$ cat src/sv/spkr_pkg.sv
`default_nettype none
// ----------------------------------------------------------------------------
// spkr_pkg
// Shared types and constants for the speaker gate to pcm sample block.
// ----------------------------------------------------------------------------
package spkr_pkg;

    localparam int unsigned RING_DEPTH_DEF = 1024;

    localparam logic [15:0] GATE_PORT  = 16'h0061;
    localparam logic [7:0]  LEVEL_HIGH = 8'hFF;
    localparam logic [7:0]  LEVEL_LOW  = 8'h00;

    localparam int unsigned CPU_HZ  = 4770000;
    localparam int unsigned TICK_HZ = 11000;
    localparam logic [15:0] CPS_RESET = 16'(CPU_HZ / TICK_HZ);

    typedef enum logic [1:0] {
        OP_WRITE = 2'd0,
        OP_READ  = 2'd1,
        OP_TICK  = 2'd2
    } t_op;

    // controller to datapath
    typedef struct packed {
        logic wr_port;
        logic rd_port;
        logic tick_stop;
        logic tick_start;
        logic pop;
        logic emit;
    } t_cmd;

    // datapath to controller
    typedef struct packed {
        logic ring_empty;
        logic stamp_below;
        logic out_free;
    } t_sts;

endpackage
`default_nettype wire

$ cat src/sv/spkr_ctrl.sv
`default_nettype none
// ----------------------------------------------------------------------------
// spkr_ctrl
// Controller: decodes accepted transactions and sequences the tick pop loop.
// ----------------------------------------------------------------------------
module spkr_ctrl
    import spkr_pkg::*;
(
    input  wire logic       i_clk,
    input  wire logic       i_rst_n,
    input  wire logic       i_valid,
    input  wire logic [1:0] i_opcode,
    input  wire t_sts       i_sts,
    output logic            o_ready,
    output t_cmd            o_cmd
);

    typedef enum logic [2:0] {
        ST_IDLE = 3'b001,
        ST_POP  = 3'b010,
        ST_EMIT = 3'b100
    } t_state;

    t_state r_state;
    t_state n_state;
    logic   accept;

    assign o_ready = (r_state == ST_IDLE) && i_sts.out_free;
    assign accept  = o_ready && i_valid;

    always_comb begin
        n_state = r_state;
        o_cmd   = '0;
        unique case (r_state)
            ST_IDLE: begin
                if (accept) begin
                    unique case (t_op'(i_opcode))
                        OP_WRITE: o_cmd.wr_port = 1'b1;
                        OP_READ:  o_cmd.rd_port = 1'b1;
                        OP_TICK: begin
                            if (i_sts.ring_empty) begin
                                o_cmd.tick_stop = 1'b1;
                            end else begin
                                o_cmd.tick_start = 1'b1;
                                n_state          = ST_POP;
                            end
                        end
                        default: ;
                    endcase
                end
            end
            ST_POP: begin
                if (!i_sts.ring_empty && i_sts.stamp_below) begin
                    o_cmd.pop = 1'b1;
                end else begin
                    n_state = ST_EMIT;
                end
            end
            ST_EMIT: begin
                if (i_sts.out_free) begin
                    o_cmd.emit = 1'b1;
                    n_state    = ST_IDLE;
                end
            end
            default: n_state = ST_IDLE;
        endcase
    end

    always_ff @(posedge i_clk) begin
        if (!i_rst_n) begin
            r_state <= ST_IDLE;
        end else begin
            r_state <= n_state;
        end
    end

endmodule
`default_nettype wire

$ cat config.mk
export PLATFORM = sky130hd
export DESIGN_NAME = spkr_ctrl
export DESIGN_NICKNAME = d
export VERILOG_FILES = /design/src/sv/spkr_pkg.sv /design/src/sv/spkr_ctrl.sv
export SDC_FILE = /design/constraint.sdc
export NUM_CORES = 1
export LEC_CHECK = 0
export ABC_AREA = 1
export BUFFER_PORTS_ARGS = -buffer_cell sky130_fd_sc_hd__buf_2
export CAP_MARGIN = 15
export CORE_AREA = 10 10 47 49
export DETAILED_ROUTE_END_ITERATION = 7
export DIE_AREA = 0 0 57 59
export HOLD_SLACK_MARGIN = 0.15
export PLACE_DENSITY = 0.42
export SLEW_MARGIN = 20
export SYNTH_ARGS = -nofsm -noshare
export SYNTH_HDL_FRONTEND = slang
export SYNTH_SLANG_ARGS = --single-unit
$ cat constraint.sdc
create_clock -name i_clk -period 1.3 [get_ports i_clk]
set_clock_uncertainty 0.15 [all_clocks]
set_input_delay 0.065 -clock i_clk [delete_from_list [all_inputs] [get_ports i_clk]]
set_output_delay 0.065 -clock i_clk [all_outputs]
set_load 0.005 [all_outputs]
---- After elaboration in Yosys (flattened, before gate mapping) ----
Cells that the tools add are included.
word-level totals
  register bits after elaboration ......... 3
  bits of input ports ..................... 8
  output and inout bits ................... 7
  word-level logic and storage cells ...... 34
cells by class
  equality and inequality tests ........... 10
  muxes and demuxes ....................... 17
  reduce and logical (&&, ||, !) cells .... 6
operator list
  kind                  count
  $mux W3               5
  $pmux W3 S3           1
  $mux W1               8
  $mux W4               2
  $ne A2 B2 Y1 const B  4
  $reduce_and A5 Y1     1
  $eq A3 B1 Y1 const B  1
  $eq A3 B2 Y1 const B  1
  $eq A3 B3 Y1 const B  1
  $logic_and A1 B1 Y1   3
  $eq A2 B1 Y1 const B  1
  $eq A2 B2 Y1 const B  1
  $logic_not A2 Y1      1
  $mux W2               1
  $ne A2 B1 Y1 const B  1
  $logic_not A1 Y1      1

---- Longest topological paths before layout ----
  depth in word-level cells ............... 5
  depth in mapped cells ................... 8
  mapped depth without buffers ............ 8

---- Worst setup path after synthesis ----
OpenSTA, ideal clock, no wires.
  path kind ............................... register -> register
  start point ............................. register r_state[1]
  end point ............................... register r_state[2]
  setup time .............................. 0.115 ns
  arrival time ............................ 0.922 ns
  required time ........................... 1.035 ns
  path slack .............................. 0.113 ns
  cell stages (with the launch flop) ...... 8
  path buffers ............................ 0
  clock period less this slack ............ 1.187 ns
  cells stage by stage .................... dfxtp_1 -> inv_2 -> nor2_1 -> nand2_2 -> nor2_4 -> nor2_2 -> a21oi_1 -> nor2_1
on the way
  longest elaborated chain between the ends .. 5
  elaborated cells between the ends (all ways) .. 12
  those cells by class .................... 8 x eq/ne; 1 x mux; 3 x reduce/logical
ends and longest elaborated chain
  element                      RTL line                          RTL
  start: declaration           spkr_ctrl.sv:24                   t_state r_state;
  start signal: assignment     spkr_ctrl.sv:73                   r_state <= n_state;
  $eq A3 B1 Y1                 spkr_ctrl.sv:28, spkr_ctrl.sv:34
  $logic_and A1 B1 Y1          spkr_ctrl.sv:28                   assign o_ready = (r_state == ST_IDLE) && i_sts.out_free;
  $logic_and A1 B1 Y1          spkr_ctrl.sv:29                   assign accept = o_ready && i_valid;
  $ne A2 B2 Y1 (no line)       n/a
  $reduce_and A5 Y1 (no line)  n/a
Parallel ways exist; a longest one is shown, timed or not.
A chain may end at the register's enable or synchronous reset.

==> metrics.md <==
| Metric | Value |
|---|---|
| CTS tree | `yes` |
| GRT Overall Usage | `0.0544` |
| Clock buffer depth | `2` |
| Cell mode on critical path | `nor2_4` |
| Layout Nets | `80` |
| Die X | `between 50 and 60 um` |
| Period utilisation layout | `1.07` |
| Sum Neg Setup Slack | `-0.418 ns` |
| CTS Buf Count | `3` |
| Cell Rows | `14` |
| Synthesis Warnings | `0` |
| Placed Cells | `73` |
| CP Max Fanout | `6` |
| Leading area contributor after synthesis | `dfxtp_1` |
| Count leader, synth | `nand2_1` |
| CP Data Required Time | `1.09 ns` |
| Ys flop type | `dfxtp_1` |
| Tmin final | `around 1.4 ns` |
| Netlist cell types | `19` |
| CORE AREA | `approximately 0.0014 mm2` |
| Non-Filler Instances | `87` |
| Seq/Total Area, Yosys | `0.206` |
| Antenna Nets Post-Route | `0` |
| Final Worst Setup Slack | `-0.0904 ns` |
| Depth of the CTS H-tree | `1` |
| Initial Utilization | `0.208` |
| Hpwl dp | `between 600 and 700 um` |
| Final hold viol count | `0` |
| Initial DRT Pass Iterations | `2` |
| Worst-path clk slew | `approximately 0.040 ns` |
| Maximum VDD drop | `around 1.1 mV` |
| Pre-CTS setup slack | `0.0328 ns` |
| # diodes | `0` |
| Post-Synthesis Cells | `42` |
| # port buffers | `14` |
| RSZ-0062 raised after global routing | `yes` |
| WL per Instance | `10.4 um` |
| Crit path cell chain | `nand3_4 -> nor2_4 -> nand2_4 -> nor2_4 -> nand2_2 -> inv_1 -> buf_2` |
| Routability-driven placement congestion ratio | `around 0.71` |
| Area grow syn2layout | `78.5%` |
| Largest net degree at the start of global routing | `7` |
| Synth top area cells | `dfxtp_1 (21%), nor2_4 (12%), nand2_1 (7.7%)` |
| Worst-Margin Slew | `between 0.3 and 0.4 ns` |
| Worst skew pair latency | `0.24 ns` |
| 1st-iter DRT viols | `5` |
| Hold-fix buffers, CTS | `1` |
| Clk root buf | `clkbuf_4` |
| CP Capture Type | `output port` |
| Fillers | `164` |
| Lkg Pwr | `~0.00027 uW` |
| Drc violations | `0` |
| Share of layout cells above drive strength 1 | `0.662` |
| Mapped cell area | `just under 300 um2` |
| Failing checks | `negative setup slack` |
| Worst min path class | `in2reg` |
| CP peak stage delay | `0.38 ns` |
| WP data arrival | `1.18 ns` |
| Initial antenna violation count | `0` |
| Slew HR | `0.757` |
| Total Routed Length | `about 910 um` |
| Slowest cell on crit path | `dfxtp_4` |
| Commonest cells post-synth | `nand2_1 (6), inv_1 (5)` |
| Number of flip-flops in the largest register | `3` |
| Largest registers | `r_state (3)` |
| First-pass GRT wire length | `roughly 1500 um` |
| Status | `complete, but fails checks` |
| Die height | `around 59 um` |
| Startpoint types | `flop` |
| Fmax | `slightly above 700 MHz` |
| Fraction of registers with async set/reset | `0` |
| Total vias in the final route | `356` |
| Pins Over Slew Limit | `0` |
| WS Path Type | `reg2out` |
| Vias in the first global route | `358` |
| Num ports | `15` |
| Post-synth EDFFs | `0` |
| Power Total | `a little under 900 uW` |
| Synthesized flop and latch total | `3` |
| Hold WS | `0.0790 ns` |
| CP top delay family | `simple AND/OR/NAND/NOR gates` |
| CTS sink cnt | `3` |
| Most flops, register | `r_state` |
| Critical path buffers and inverters | `2` |
| Final setup vio count | `7` |
| Die Area | `approximately 0.0034 mm2` |
| Gr ovfl total | `0` |
| Vias per cell | `around 4.1` |
| Cell Pwr Density | `between 1500 and 2000 mW/mm2` |
| Max-cap check violation count | `0` |
| Synth top area share | `0.206` |
| Post-Syn Nets | `50` |
| Mean post-synth cell area | `just under 7 um2` |
layout by cell type (no fill, tap or decap), types with 3 or more instances in the layout:
cell,netlist,layout
inv_2,3,3
nor2_4,3,3
inv_1,5,5
buf_4,0,10
nand2_1,6,6
clkbuf_4,0,3
buf_2,0,14
nand3_1,3,3
final timing paths:
path,slack [ns],from,end,cells past startpoint
setup / recovery,-0.09,r_state[0],o_cmd[2],7
hold / removal,0.08,i_sts[1],r_state[1],5
setup reg to reg,-0.07,r_state[0],r_state[1],8
hold reg to reg,0.39,r_state[0],r_state[0],2
metrics by stage:
stage,util,instance area (um2)
6_report,0.371,520
4_1_cts,0.362,507
3_5_place_dp,0.278,389
2_1_floorplan,-,292
5_1_grt,0.371,520
3_3_place_gp,0.278,389
cells by family (layout without fill, tap and decap cells):
kind of cell | Yosys count | after routing | synth area share
AOI/OAI and AO/OA | 3 | 3 | 0.0987
buffers and inverters | 9 | 38 | 0.116
DFF | 3 | 3 | 0.206
and+or+nand+nor | 27 | 27 | 0.579
where the power goes:
| group | internal (uW) | switching [uW] |
|---|---|---|
| Combinational | 249 | 264 |
| Clock | 115 | 53.4 |
| Sequential | 138 | 45.5 |
layout make-up:
type,count,area [um2],area share
flip-flops and latches,3,66.3,0.127
inverters,9,33.8,0.0649
clock buffers,4,26.3,0.0505
repair buffers,25,155,0.298
multi-input cells,30,219,0.421
well taps,16,20.0,0.0385
worst min-delay path, stage by stage:
cell      delay (ns)
buf_2           0.09
nand2_1         0.09
nor2_4          0.05
inv_1           0.06
a21boi_2        0.05
metal layers:
layer	share of wire	routed length, um	vias up	track usage
met5	0	0	-	0
met4	0	0	0	0
met3	0.082	74	0	0.0408
met2	0.54	490	7	0.105
met1	0.38	342	153	0.0463
li1	-	-	196	-
repair_timing:
item / 4_1_cts / 5_1_grt
resized for setup: 7 / 1
setup endpoints to repair: 4 / 9
hold endpoints to repair: 3 / 1
cloned: 0 / 0
buffers inserted: 8 / 1
pin swaps: 3 / 3
(Power assumes the default switching activity.)
